==> src/wpm_pkg.sv <==
// wpm_pkg: shared constants, configuration codes and control structs
// for the waypoint spacing marker. No dependencies; compiled first.

package wpm_pkg;

    // point geometry
    localparam int MAX_DIMS   = 5;
    localparam int COORD_W    = 32;
    localparam int IDX_W      = (MAX_DIMS > 1) ? $clog2(MAX_DIMS) : 1;
    localparam int CNT_W      = $clog2(MAX_DIMS + 2);

    // distance arithmetic
    localparam int SQ_W       = 2 * COORD_W;
    localparam int SUM_W      = SQ_W + ((MAX_DIMS > 1) ? $clog2(MAX_DIMS) : 0);
    localparam int ROOT_W     = (SUM_W + 1) / 2;
    localparam int RAD_W      = 2 * ROOT_W;
    localparam int REM_W      = ROOT_W + 3;
    localparam int RCNT_W     = $clog2(ROOT_W);
    localparam int DIST_W     = 40;

    // configuration registers
    localparam int SPACING_W  = 32;
    localparam int DIMS_W     = 3;
    localparam int CFG_IDX_W  = 1;
    localparam int CFG_DATA_W = 32;

    localparam logic [CFG_IDX_W-1:0] CFG_MIN_SPACING = CFG_IDX_W'(0);
    localparam logic [CFG_IDX_W-1:0] CFG_DIMS_USED   = CFG_IDX_W'(1);

    localparam logic [SPACING_W-1:0] MIN_SPACING_RST = SPACING_W'(98304);
    localparam logic [DIMS_W-1:0]    DIMS_USED_RST   = DIMS_W'(3);

    // flips the sign bit so unsigned differences equal signed ones
    localparam logic [COORD_W-1:0] COORD_OFFSET = {1'b1, {(COORD_W-1){1'b0}}};

    // controller to datapath
    typedef struct packed {
        logic             load;
        logic             sq_en;
        logic [IDX_W-1:0] idx;
        logic             root_load;
        logic             root_step;
        logic             commit;
    } wpm_cmd_t;

    // datapath to controller
    typedef struct packed {
        logic             seg_need;
        logic [CNT_W-1:0] dims;
        logic             out_valid;
    } wpm_status_t;

endpackage

==> src/wpm_point_if.sv <==
// wpm_point_if / wpm_result_if: valid/ready request channels for path
// points and marking results. Depends on wpm_pkg.

interface wpm_point_if;
    logic                                 valid;
    logic                                 ready;
    logic signed [wpm_pkg::COORD_W-1:0]   coord_0;
    logic signed [wpm_pkg::COORD_W-1:0]   coord_1;
    logic signed [wpm_pkg::COORD_W-1:0]   coord_2;
    logic signed [wpm_pkg::COORD_W-1:0]   coord_3;
    logic signed [wpm_pkg::COORD_W-1:0]   coord_4;
    logic                                 fixed_in;
    logic                                 path_start;

    modport source (
        output valid, coord_0, coord_1, coord_2, coord_3, coord_4, fixed_in, path_start,
        input  ready
    );
    modport sink (
        input  valid, coord_0, coord_1, coord_2, coord_3, coord_4, fixed_in, path_start,
        output ready
    );
endinterface

interface wpm_result_if;
    logic                          valid;
    logic                          ready;
    logic                          fixed_out;
    logic                          is_anchor;
    logic [wpm_pkg::DIST_W-1:0]    distance_since_anchor;

    modport source (
        output valid, fixed_out, is_anchor, distance_since_anchor,
        input  ready
    );
    modport sink (
        input  valid, fixed_out, is_anchor, distance_since_anchor,
        output ready
    );
endinterface

==> src/waypoint_min_spacing_marker.sv <==
// waypoint_min_spacing_marker: top level joining the sequencer and datapath.
// Depends on wpm_pkg, wpm_point_if, wpm_result_if, wpm_ctrl, wpm_datapath.
//
// Usage:
//   pt  : point request channel (valid/ready), up to five signed Q16.16
//         coordinates plus fixed_in and path_start
//   res : result request channel (valid/ready), fixed_out, is_anchor and
//         the 40-bit saturating distance since the last anchor
//   cfg : write-only port, index 0 min_spacing, index 1 dims_used;
//         write only while no point is in flight
// Sequence: with a segment to measure, a point runs the dims_used squaring
//   steps, the drain of the difference and square stages, root load, one
//   root iteration per result bit and commit; a path start or a point before
//   any anchor skips the squaring and root and goes to commit. One point is
//   worked on at a time and the next is taken in the cycle after commit, so
//   the bit-serial root sets the rate at which points are taken.
// Reset: clears the anchor and distance and loads min_spacing = 1.5 and
//   dims_used = 3; no clearing pass.
// Stall: the result sits in an output register; the next point is
//   accepted and computed meanwhile and waits at commit until res is taken.

module waypoint_min_spacing_marker (
    input  logic                             clk,
    input  logic                             rst_n,
    input  logic                             cfg_we,
    input  logic [wpm_pkg::CFG_IDX_W-1:0]    cfg_index,
    input  logic [wpm_pkg::CFG_DATA_W-1:0]   cfg_data,
    wpm_point_if.sink                        pt,
    wpm_result_if.source                     res
);
    import wpm_pkg::*;

    wpm_cmd_t                             cmd;
    wpm_status_t                          status;
    logic [MAX_DIMS-1:0][COORD_W-1:0]     coords;

    // coordinate fields into one vector
    assign coords[0] = pt.coord_0;
    assign coords[1] = pt.coord_1;
    assign coords[2] = pt.coord_2;
    assign coords[3] = pt.coord_3;
    assign coords[4] = pt.coord_4;

    // sequencer
    wpm_ctrl u_ctrl (
        .clk       (clk),
        .rst_n     (rst_n),
        .in_valid  (pt.valid),
        .in_ready  (pt.ready),
        .out_ready (res.ready),
        .status    (status),
        .cmd       (cmd)
    );

    // datapath
    wpm_datapath u_datapath (
        .clk                   (clk),
        .rst_n                 (rst_n),
        .cfg_we                (cfg_we),
        .cfg_index             (cfg_index),
        .cfg_data              (cfg_data),
        .coords                (coords),
        .fixed_in              (pt.fixed_in),
        .path_start            (pt.path_start),
        .cmd                   (cmd),
        .status                (status),
        .out_ready             (res.ready),
        .out_valid             (res.valid),
        .fixed_out             (res.fixed_out),
        .is_anchor             (res.is_anchor),
        .distance_since_anchor (res.distance_since_anchor)
    );

endmodule

==> src/wpm_ctrl.sv <==
// wpm_ctrl: sequencer for one point: squaring pass, bit-serial root,
// then commit to the output register. Depends on wpm_pkg.

module wpm_ctrl (
    input  logic                  clk,
    input  logic                  rst_n,
    input  logic                  in_valid,
    output logic                  in_ready,
    input  logic                  out_ready,
    input  wpm_pkg::wpm_status_t  status,
    output wpm_pkg::wpm_cmd_t     cmd
);
    import wpm_pkg::*;

    typedef enum logic [2:0] {
        S_IDLE,
        S_SQUARE,
        S_ROOT_LOAD,
        S_ROOT,
        S_FINISH
    } state_t;

    state_t              state_reg, state_next;
    logic [CNT_W-1:0]    cnt_reg, cnt_next;
    logic [RCNT_W-1:0]   rcnt_reg, rcnt_next;
    logic                out_free;

    assign out_free = !status.out_valid || out_ready;
    assign in_ready = (state_reg == S_IDLE);

    // next state and commands
    always_comb
    begin
        state_next    = state_reg;
        cnt_next      = cnt_reg;
        rcnt_next     = rcnt_reg;
        cmd           = '0;
        cmd.idx       = cnt_reg[IDX_W-1:0];
        case (state_reg)
            S_IDLE:
            begin
                if (in_valid)
                begin
                    cmd.load   = 1'b1;
                    cnt_next   = '0;
                    state_next = S_SQUARE;
                end
            end
            S_SQUARE:
            begin
                if (!status.seg_need)
                begin
                    state_next = S_FINISH;
                end
                else
                begin
                    cmd.sq_en = (cnt_reg < status.dims);
                    // counting on past dims drains the difference and square stages
                    if (cnt_reg == status.dims + CNT_W'(1))
                    begin
                        state_next = S_ROOT_LOAD;
                    end
                    else
                    begin
                        cnt_next = cnt_reg + CNT_W'(1);
                    end
                end
            end
            S_ROOT_LOAD:
            begin
                cmd.root_load = 1'b1;
                rcnt_next     = RCNT_W'(ROOT_W - 1);
                state_next    = S_ROOT;
            end
            S_ROOT:
            begin
                cmd.root_step = 1'b1;
                if (rcnt_reg == '0)
                begin
                    state_next = S_FINISH;
                end
                else
                begin
                    rcnt_next = rcnt_reg - RCNT_W'(1);
                end
            end
            S_FINISH:
            begin
                if (out_free)
                begin
                    cmd.commit = 1'b1;
                    state_next = S_IDLE;
                end
            end
            default:
            begin
                state_next = S_IDLE;
            end
        endcase
    end

    // state and counters
    always_ff @(posedge clk or negedge rst_n)
    begin
        if (!rst_n)
        begin
            state_reg <= S_IDLE;
            cnt_reg   <= '0;
            rcnt_reg  <= '0;
        end
        else
        begin
            state_reg <= state_next;
            cnt_reg   <= cnt_next;
            rcnt_reg  <= rcnt_next;
        end
    end

    // accepted point always starts the squaring pass
    a_load_to_square: assert property (@(posedge clk) disable iff (!rst_n)
        cmd.load |=> state_reg == S_SQUARE)
        else $error("accepted point did not enter squaring pass");

    // root iteration ends after its last bit
    a_root_done: assert property (@(posedge clk) disable iff (!rst_n)
        (state_reg == S_ROOT && rcnt_reg == '0) |=> state_reg == S_FINISH)
        else $error("root iteration overran");

    // points without a segment skip straight to commit
    a_skip_segment: assert property (@(posedge clk) disable iff (!rst_n)
        (state_reg == S_SQUARE && !status.seg_need) |=> state_reg == S_FINISH)
        else $error("segment computed without an anchor");

endmodule

==> src/wpm_datapath.sv <==
// wpm_datapath: configuration registers, point state, squared-difference
// accumulator, bit-serial square root and output register. Depends on wpm_pkg.

module wpm_datapath (
    input  logic                                            clk,
    input  logic                                            rst_n,
    input  logic                                            cfg_we,
    input  logic [wpm_pkg::CFG_IDX_W-1:0]                   cfg_index,
    input  logic [wpm_pkg::CFG_DATA_W-1:0]                  cfg_data,
    input  logic [wpm_pkg::MAX_DIMS-1:0][wpm_pkg::COORD_W-1:0] coords,
    input  logic                                            fixed_in,
    input  logic                                            path_start,
    input  wpm_pkg::wpm_cmd_t                               cmd,
    output wpm_pkg::wpm_status_t                            status,
    input  logic                                            out_ready,
    output logic                                            out_valid,
    output logic                                            fixed_out,
    output logic                                            is_anchor,
    output logic [wpm_pkg::DIST_W-1:0]                      distance_since_anchor
);
    import wpm_pkg::*;

    logic [SPACING_W-1:0]  min_spacing_reg;
    logic [DIMS_W-1:0]     dims_used_reg;

    logic                  anchor_seen_reg;
    logic [DIST_W-1:0]     run_reg;
    logic [COORD_W-1:0]    prev_reg [MAX_DIMS];
    logic [COORD_W-1:0]    cur_reg  [MAX_DIMS];
    logic                  fixed_in_reg;
    logic                  path_start_reg;

    logic [COORD_W-1:0]    d_reg;
    logic                  d_vld_reg;
    logic [SQ_W-1:0]       sq_reg;
    logic                  sq_vld_reg;
    logic [SUM_W-1:0]      sum_reg;

    logic [RAD_W-1:0]      rad_reg;
    logic [REM_W-1:0]      rem_reg;
    logic [ROOT_W-1:0]     root_reg;

    logic                  out_valid_reg;
    logic                  fixed_out_reg;
    logic                  is_anchor_reg;
    logic [DIST_W-1:0]     dist_out_reg;

    logic [CNT_W-1:0]      dims_clamp;
    logic [COORD_W-1:0]    cur_sel;
    logic [COORD_W-1:0]    prev_sel;
    logic [COORD_W-1:0]    diff_abs;
    logic [REM_W-1:0]      rem_sh;
    logic [REM_W-1:0]      trial;
    logic [DIST_W:0]       dist_sum;
    logic [DIST_W-1:0]     run_pre;
    logic                  anchor_eff;
    logic                  make_anchor;

    // clamp of the dimension count
    always_comb
    begin
        if (dims_used_reg > DIMS_W'(MAX_DIMS))
        begin
            dims_clamp = CNT_W'(MAX_DIMS);
        end
        else
        begin
            dims_clamp = CNT_W'(dims_used_reg);
        end
    end

    assign status.dims      = dims_clamp;
    assign status.seg_need  = !path_start_reg && anchor_seen_reg;
    assign status.out_valid = out_valid_reg;

    // absolute coordinate difference for the selected dimension
    assign cur_sel  = cur_reg[cmd.idx];
    assign prev_sel = prev_reg[cmd.idx];
    assign diff_abs = (cur_sel >= prev_sel) ? (cur_sel - prev_sel) : (prev_sel - cur_sel);

    // one restoring square-root step
    assign rem_sh = {rem_reg[ROOT_W:0], rad_reg[RAD_W-1 -: 2]};
    assign trial  = {1'b0, root_reg, 2'b01};

    // saturating distance update and anchor decision
    always_comb
    begin
        dist_sum = {1'b0, run_reg} + (DIST_W+1)'(root_reg);
        if (path_start_reg)
        begin
            run_pre    = '0;
            anchor_eff = 1'b0;
        end
        else if (anchor_seen_reg)
        begin
            run_pre    = dist_sum[DIST_W] ? {DIST_W{1'b1}} : dist_sum[DIST_W-1:0];
            anchor_eff = 1'b1;
        end
        else
        begin
            run_pre    = run_reg;
            anchor_eff = 1'b0;
        end
        make_anchor = !fixed_in_reg &&
                      (!anchor_eff || run_pre > DIST_W'(min_spacing_reg));
    end

    // configuration registers
    always_ff @(posedge clk or negedge rst_n)
    begin
        if (!rst_n)
        begin
            min_spacing_reg <= MIN_SPACING_RST;
            dims_used_reg   <= DIMS_USED_RST;
        end
        else if (cfg_we)
        begin
            case (cfg_index)
                CFG_MIN_SPACING: min_spacing_reg <= cfg_data[SPACING_W-1:0];
                CFG_DIMS_USED:   dims_used_reg   <= cfg_data[DIMS_W-1:0];
                default:         ;
            endcase
        end
    end

    // path state and output register
    always_ff @(posedge clk or negedge rst_n)
    begin
        if (!rst_n)
        begin
            anchor_seen_reg <= 1'b0;
            run_reg         <= '0;
            out_valid_reg   <= 1'b0;
            d_vld_reg       <= 1'b0;
            sq_vld_reg      <= 1'b0;
        end
        else
        begin
            d_vld_reg  <= cmd.sq_en;
            sq_vld_reg <= d_vld_reg;
            if (cmd.commit)
            begin
                out_valid_reg <= 1'b1;
                if (make_anchor)
                begin
                    anchor_seen_reg <= 1'b1;
                    run_reg         <= '0;
                end
                else
                begin
                    anchor_seen_reg <= anchor_eff;
                    run_reg         <= run_pre;
                end
            end
            else if (out_valid_reg && out_ready)
            begin
                out_valid_reg <= 1'b0;
            end
        end
    end

    // payload: point capture, squaring pipeline, root iteration, results
    always_ff @(posedge clk)
    begin
        if (cmd.load)
        begin
            for (int i = 0; i < MAX_DIMS; i++)
            begin
                cur_reg[i] <= coords[i] ^ COORD_OFFSET;
            end
            fixed_in_reg   <= fixed_in;
            path_start_reg <= path_start;
            sum_reg        <= '0;
        end
        else if (sq_vld_reg)
        begin
            sum_reg <= sum_reg + SUM_W'(sq_reg);
        end

        d_reg  <= diff_abs;
        sq_reg <= SQ_W'(d_reg) * SQ_W'(d_reg);

        if (cmd.root_load)
        begin
            rad_reg  <= RAD_W'(sum_reg);
            rem_reg  <= '0;
            root_reg <= '0;
        end
        else if (cmd.root_step)
        begin
            rad_reg <= {rad_reg[RAD_W-3:0], 2'b00};
            if (rem_sh >= trial)
            begin
                rem_reg  <= rem_sh - trial;
                root_reg <= {root_reg[ROOT_W-2:0], 1'b1};
            end
            else
            begin
                rem_reg  <= rem_sh;
                root_reg <= {root_reg[ROOT_W-2:0], 1'b0};
            end
        end

        if (cmd.commit)
        begin
            for (int i = 0; i < MAX_DIMS; i++)
            begin
                prev_reg[i] <= cur_reg[i];
            end
            fixed_out_reg <= fixed_in_reg || !make_anchor;
            is_anchor_reg <= make_anchor;
            dist_out_reg  <= run_pre;
        end
    end

    assign out_valid             = out_valid_reg;
    assign fixed_out             = fixed_out_reg;
    assign is_anchor             = is_anchor_reg;
    assign distance_since_anchor = dist_out_reg;

    // no distance accumulates before an anchor exists
    a_no_anchor_no_dist: assert property (@(posedge clk) disable iff (!rst_n)
        !anchor_seen_reg |-> run_reg == '0)
        else $error("running distance without anchor");

    // commit never overwrites an untaken result
    a_commit_slot_free: assert property (@(posedge clk) disable iff (!rst_n)
        cmd.commit |-> (!out_valid_reg || out_ready))
        else $error("result overwritten");

    // a new anchor is never reported as fixed
    a_anchor_not_fixed: assert property (@(posedge clk) disable iff (!rst_n)
        out_valid_reg |-> !(is_anchor_reg && fixed_out_reg))
        else $error("anchor marked fixed");

endmodule
==> src/flat_wrapper.sv <==
// flat-port wrapper written by rule: the top's interface ports become plain ports
module waypoint_min_spacing_marker_flat import wpm_pkg::*;
  (clk, rst_n, cfg_we, cfg_index, cfg_data, pt_valid, pt_coord_0, pt_coord_1, pt_coord_2, pt_coord_3, pt_coord_4, pt_fixed_in, pt_path_start, pt_ready, res_valid, res_fixed_out, res_is_anchor, res_distance_since_anchor, res_ready);
  wpm_point_if pt_i ();
  wpm_result_if res_i ();
  input  logic clk;
  input  logic rst_n;
  input  logic cfg_we;
  input  logic [wpm_pkg::CFG_IDX_W-1:0] cfg_index;
  input  logic [wpm_pkg::CFG_DATA_W-1:0] cfg_data;
  input wire logic [$bits(pt_i.valid)-1:0] pt_valid;
  input wire logic [$bits(pt_i.coord_0)-1:0] pt_coord_0;
  input wire logic [$bits(pt_i.coord_1)-1:0] pt_coord_1;
  input wire logic [$bits(pt_i.coord_2)-1:0] pt_coord_2;
  input wire logic [$bits(pt_i.coord_3)-1:0] pt_coord_3;
  input wire logic [$bits(pt_i.coord_4)-1:0] pt_coord_4;
  input wire logic [$bits(pt_i.fixed_in)-1:0] pt_fixed_in;
  input wire logic [$bits(pt_i.path_start)-1:0] pt_path_start;
  output wire logic [$bits(pt_i.ready)-1:0] pt_ready;
  output wire logic [$bits(res_i.valid)-1:0] res_valid;
  output wire logic [$bits(res_i.fixed_out)-1:0] res_fixed_out;
  output wire logic [$bits(res_i.is_anchor)-1:0] res_is_anchor;
  output wire logic [$bits(res_i.distance_since_anchor)-1:0] res_distance_since_anchor;
  input wire logic [$bits(res_i.ready)-1:0] res_ready;
  assign pt_i.valid = pt_valid;
  assign pt_i.coord_0 = pt_coord_0;
  assign pt_i.coord_1 = pt_coord_1;
  assign pt_i.coord_2 = pt_coord_2;
  assign pt_i.coord_3 = pt_coord_3;
  assign pt_i.coord_4 = pt_coord_4;
  assign pt_i.fixed_in = pt_fixed_in;
  assign pt_i.path_start = pt_path_start;
  assign pt_ready = pt_i.ready;
  assign res_valid = res_i.valid;
  assign res_fixed_out = res_i.fixed_out;
  assign res_is_anchor = res_i.is_anchor;
  assign res_distance_since_anchor = res_i.distance_since_anchor;
  assign res_i.ready = res_ready;
  waypoint_min_spacing_marker u_core (.clk(clk), .rst_n(rst_n), .cfg_we(cfg_we), .cfg_index(cfg_index), .cfg_data(cfg_data), .pt(pt_i), .res(res_i));
endmodule
==> config.mk <==
export PLATFORM = sky130hd
export DESIGN_NAME = waypoint_min_spacing_marker_flat
export DESIGN_NICKNAME = d
export VERILOG_FILES = /design/src/wpm_pkg.sv /design/src/wpm_point_if.sv /design/src/waypoint_min_spacing_marker.sv /design/src/wpm_ctrl.sv /design/src/wpm_datapath.sv /design/src/flat_wrapper.sv
export SDC_FILE = /design/constraint.sdc
export NUM_CORES = 2
export LEC_CHECK = 0
export BUFFER_PORTS_ARGS = -buffer_cell sky130_fd_sc_hd__clkbuf_2
export CORE_MARGIN = 10
export CORE_UTILIZATION = 45
export CTS_BUF_LIST = sky130_fd_sc_hd__clkbuf_2
export DETAILED_ROUTE_END_ITERATION = 8
export PLACE_DENSITY = 0.7
export SYNTH_ARGS = -nofsm -noshare
export SYNTH_HDL_FRONTEND = slang
export SYNTH_SLANG_ARGS = --single-unit
==> constraint.sdc <==
create_clock -name clk -period 9.2 [get_ports clk]
set_input_delay 0.92 -clock clk [delete_from_list [all_inputs] [get_ports clk]]
set_output_delay 0.92 -clock clk [all_outputs]
set_load 0.02 [all_outputs]
======== Yosys cells after proc, flatten, opt, wreduce, memory -nomap -nowiden ========
Memory sizes are Yosys's and may differ from the RTL's.
Cells that the tools add are included.
Widths: inputs -> output; s select.
operators by class
  multiplexer cells ....................... 39
  $mul .................................... 1
  equality and inequality tests ........... 12
  bitwise operators ....................... 6
  reduce and logical (&&, ||, !) cells .... 22
  magnitude comparators ................... 5
  add/subtract/negate cells ............... 8
operators with widths
  operator             count
  $mux 40              4
  $mux 67              2
  $add 67x64->67       1
  $mul 32x32->64       1
  $sub 32x32->32       2
  $add 40x34->41       1
  $gt 40x32->1         1
  $ge 37x36->1         1
  $mux 35              1
  $sub 35x35->35       1
  $ge 32x32->1         1
  $mux 32              1
  $mux 3               9
  $mux 1               18
  $pmux 3 s5           1
  $ne 2x2->1 const B   6
  $pmux 6 s2           1
  $reduce_and 4->1     2
  $reduce_bool 2->1    4
  $add 3x1->3 const B  2
  $eq 3x2->1 const B   2
  $logic_not 6->1      1
  $mux 6               1
  $not 1->1            6
  other kinds (13)     23
word-level totals
  output and inout bits ................... 44
  RAM bits ................................ 320
  register bits after elaboration ......... 435
  memories kept ........................... 2
memory list
  memory                      words  bits a word  rd ports  clocked after memory_dff  wr ports  RTL line            text
  u_core.u_datapath.cur_reg   5      32           6         0                         5         wpm_datapath.sv:29  logic [COORD_W-1:0] cur_reg [MAX_DIMS];
  u_core.u_datapath.prev_reg  5      32           1         0                         5         wpm_datapath.sv:28  logic [COORD_W-1:0] prev_reg [MAX_DIMS];

======== Depth between registers and ports, before layout ========
  depth after elaboration ................. 9
  mapped depth ............................ 33
  mapped depth without buffers ............ 31

======== Cells and area by module ========
From an unflattened synthesis, not the netlist that was laid out.
unflattened totals
  cell total of the unflattened synthesis .. 6719
  area total of the unflattened synthesis .. 68816.0 µm²
modules (own cells, without submodules)
  module        cells each  area each (µm²)  times used  sequential area each (µm²)
  wpm_datapath  6632        67935.2          1           19568.8
  wpm_ctrl      87          880.8            1           300.3

======== Worst setup path after synthesis ========
No wires, ideal clock.
  path kind ............................... reg-to-reg
  start ................................... reg u_core.u_datapath.d_reg[5]
  end ..................................... reg u_core.u_datapath.sq_reg[63]
  setup slack ............................. 1250 ps
  library setup time ...................... 118 ps
  stages on the path, launching flop included .. 32
  data arrival time ....................... 7832 ps
  path through ............................ dfxtp_1 clkbuf_1 clkbuf_1 nand2_1 fa_1 inv_1 fa_1 fa_1 inv_1 fa_1 inv_1 fa_1 inv_1 fa_1 inv_1 fa_1 inv_1 fa_1 inv_1 ha_1 a21o_1 a2111oi_0 a2bb2oi_1 or4_1 a31oi_1 o21a_1 o2111ai_1 a31o_2 a21o_1 o2111ai_1 nand2_1 xnor2_1
on the way
  word-level cells in the longest chain between the ends .. 1
ends and longest elaborated chain
  element                 RTL line             text
  from (decl)             wpm_datapath.sv:33   logic [COORD_W-1:0] d_reg;
  from (signal assigned)  wpm_datapath.sv:180  d_reg <= diff_abs;
  $mul 32x32->64          wpm_datapath.sv:181  sq_reg <= SQ_W'(d_reg) * SQ_W'(d_reg);
  to (signal assigned)    wpm_datapath.sv:181
  to (decl)               wpm_datapath.sv:35   logic [SQ_W-1:0] sq_reg;
Every way passes these cells.
A chain may end at the register's enable or synchronous reset.

======== Final worst setup path ========
  start ................................... reg u_core.u_datapath.d_reg[16]
  end ..................................... reg u_core.u_datapath.sq_reg[63]
The elaborated chain is that of the path after synthesis.

==> summary.txt <==
Routing
  – Iter 0 DRT Violations: 3562
  – Antenna Nets Post-Route: 0
  – Final wirelength: 183000 um
  – DR DRC count: 0
  – Vias: 50.7k
  – Drt first pass iters: 6
  – Routed vias/inst: 5.30
  – Wire per inst: 19.1 um

Setup path
  – Endpoint type of the worst setup path: flop
  – CP Max Fanout: 18
  – FF-to-FF path depth: 26
  – Data arrival, critical path: 10.18 ns
  – Startpoint Class: flop
  – Critical path's top delay family: adder cells
  – CP dominant cell by count: fa_1
  – Slowest stage cell on the critical path: fa_1
  – Slowest Stage Delay on Critical Path: 0.57 ns
  – Critical path class: flop to flop
  – CP bufs+invs: 4
  – Critical path required time: 10.54 ns
  – Stages on the worst setup path: 26

Timing
  – Total negative slack: 0 ns
  – Fmax: 113 MHz
  – Unrepaired setup endpoints after global routing: no
  – Final Hold Fails: 0
  – Setup violations, final: 0
  – Max-slew violations: 0
  – Slew headroom: 21.5%
  – Fin crit period: 8.84 ns
  – Fin Clk Skew: 0.191 ns
  – Least-Margin Pin Slew: 1.16 ns
  – Final period util: 96.0%

Clocking
  – Inserted Clock Buffers: 193
  – Clk root buf: clkbuf_2
  – Clk Latency, worst-skew pair: 1.61 ns
  – CTS tree: done
  – Clock sinks: 754
  – Reg clk slew, reported paths: 0.11 ns
  – Maximum root-to-sink buffer count: 3
  – CTS H-Tree Depth: 4

Logic synthesis
  – Seq/Total Area, Yosys: 29.4%
  – Synth top area share: 23.6%
  – Synth area leader: fa_1
  – Synthesis-stage register bit count: 754
  – Synth warn: 0
  – Gate Count Post-Synth: 6677
  – Largest cells by area after synthesis: fa_1, edfxtp_1, ha_1, dfxtp_1, inv_1
  – Post-Syn Area: 67500 um2
  – Top_reg_cell synth: edfxtp_1
  – Net Count, Synth: 8201
  – Synth unique cells: 86
  – EDFF count, synth: 431
  – Post-synthesis average cell area: 10.1 um2
  – Ys async rst share: 12.1%

Placement
  – DP HPWL: 132000 um
  – GP Congestion: 0.931
  – IO Port Bufs: 243

Floorplan
  – Initial Utilization: 45.2%
  – Die area: 166000 um2
  – Chip Height: 407 um
  – Row Count: 142
  – Die Span X: 407 um
  – I/O Pins: 244
  – Core box area: 149000 um2

Layout
  – Layout cells sized above 1: 10.8%
  – Nets: 8914
  – Area growth, synth to finish: 14.9%
  – Fillers: 13.0k

Global routing
  – Global route overflow: 0
  – Largest net degree at the start of global routing: 174
  – Initial antenna violation count: 10
  – Vias in the first global route: 55.1k
  – Total track usage: 21.9%
  – First-pass GRT wire length: 295000 um

Min path
  – Worst hold path class: primary input to flop
  – Worst hold stages: 3

Run status
  – Outcome: finished clean

Flow run
  – Max Cap Violations: 0
metal layers:
| metal | GRT usage [%] | part of all wire [%] | up-vias |
|---|---|---|---|
| met2 | 37.4 | 49 | 1790 |
| met3 | 4.33 | 6.7 | 413 |
| met1 | 27.4 | 41 | 25100 |
| met5 | 0 | 0.0082 | - |
| met4 | 8.09 | 3.6 | 2 |
| li1 | - | - | 23400 |
cells in the final DEF, fill, tap and decap left out, types with 106 or more instances in the layout:
master,n
inv_1,1209
fa_1,795
nand2_1,757
ha_1,529
clkbuf_2,514
dlygate4sd3_1,452
edfxtp_1,431
a21oi_1,266
nor2_1,252
and2_1,240
o21ai_0,236
dfxtp_1,231
a21o_1,186
xnor2_1,152
mux2i_1,140
xor2_1,106
kinds of logic (layout without fill, tap and decap cells):
| group | Yosys count | in the layout | synth area share [%] |
|---|---|---|---|
| other | 0 | 10 | 0 |
| adder cells (fa/ha/maj) | 1324 | 1324 | 33.4 |
| XOR/XNOR | 258 | 258 | 3.35 |
| multiplexers | 214 | 214 | 4.38 |
| flip-flops | 754 | 754 | 29.4 |
| AND/OR/NAND/NOR | 1560 | 1560 | 10.7 |
| buffers and inverters | 1483 | 2357 | 8.29 |
| AO/OA/AOI/OAI | 1084 | 1084 | 10.4 |
worst paths after layout:
| kind | start | endpoint | slack, ns |
|---|---|---|---|
| max reg2reg | u_core.u_datapath.d_reg[16] | u_core.u_datapath.sq_reg[63] | 0.36 |
| min in group asynchronous | rst_n | u_core.u_datapath.min_spacing_reg[5] | 0.72 |
| min | pt_coord_3[31] | u_core.u_datapath.cur_reg[3][31] | 0.28 |
| max in group asynchronous | rst_n | u_core.u_datapath.sq_vld_reg | 7.29 |
| min reg2reg | u_core.u_datapath.cur_reg[3][13] | u_core.u_datapath.prev_reg[3][13] | 0.40 |
| max | u_core.u_datapath.d_reg[16] | u_core.u_datapath.sq_reg[63] | 0.36 |
final cells by class:
| cell class | instances | area [um2] | area share [%] |
|---|---|---|---|
| antenna | 10 | 25.0 | 0.0323 |
| clock buffer | 272 | 1360 | 1.76 |
| clock inverter | 84 | 574 | 0.740 |
| inverter | 1213 | 4570 | 5.89 |
| multi-input combinational | 4440 | 42100 | 54.3 |
| sequential | 754 | 19900 | 25.6 |
| tap | 2016 | 2520 | 3.25 |
| timing repair buffer | 788 | 6540 | 8.43 |
through the flow:
stage                     hold slack [ns]  setup slack (ns)  std cells  area [um2]  util [%]
after floorplan                     0.331              1.25       6677       67500         -
after global placement              0.422             0.566       8759       71100      47.6
after detailed placement            0.430             0.534       8759       71100      47.6
after CTS                         0.00310             0.356       9567       77500      51.9
after global routing                0.154            0.0235       9577       77600      51.9
final                               0.280             0.364       9577       77600      51.9
tightest hold or removal path, delay by kind of cell:
family | cells | cell delay [ns]
buffers and inverters | 3 | 0.71
synth_stat cells (17+ instances only):
library cell	number
o21a_1	32
and2_1	241
nand2_1	759
o22ai_1	46
buf_1	18
inv_1	1211
ha_1	529
edfxtp_1	431
a21oi_1	266
mux4_2	64
nor2b_1	38
nand3_1	53
a21o_1	186
mux2i_1	140
a31oi_1	40
fa_1	795
nor3_1	32
a21boi_0	17
a211oi_1	25
xor2_1	106
nand4_1	54
and3_1	29
a21oi_2	29
nor2_1	253
dfxtp_1	232
xnor2_1	152
clkbuf_1	243
o21bai_1	42
nand2b_1	32
a31o_2	22
dfrtp_1	87
o21ai_0	236
what timing repair did:
| item | 4_1_cts | 5_1_grt |
|---|---|---|
| buffers inserted | 0 | 0 |
| endpoints found under the hold margin | 302 | 0 |
| hold buffers | 452 | 0 |
| resized for setup | 0 | 2 |
| endpoints found under the setup margin | 0 | 3 |
Power is not shown: default switching activity piles up to over one toggle a cycle in this logic, so the estimate is an artifact.
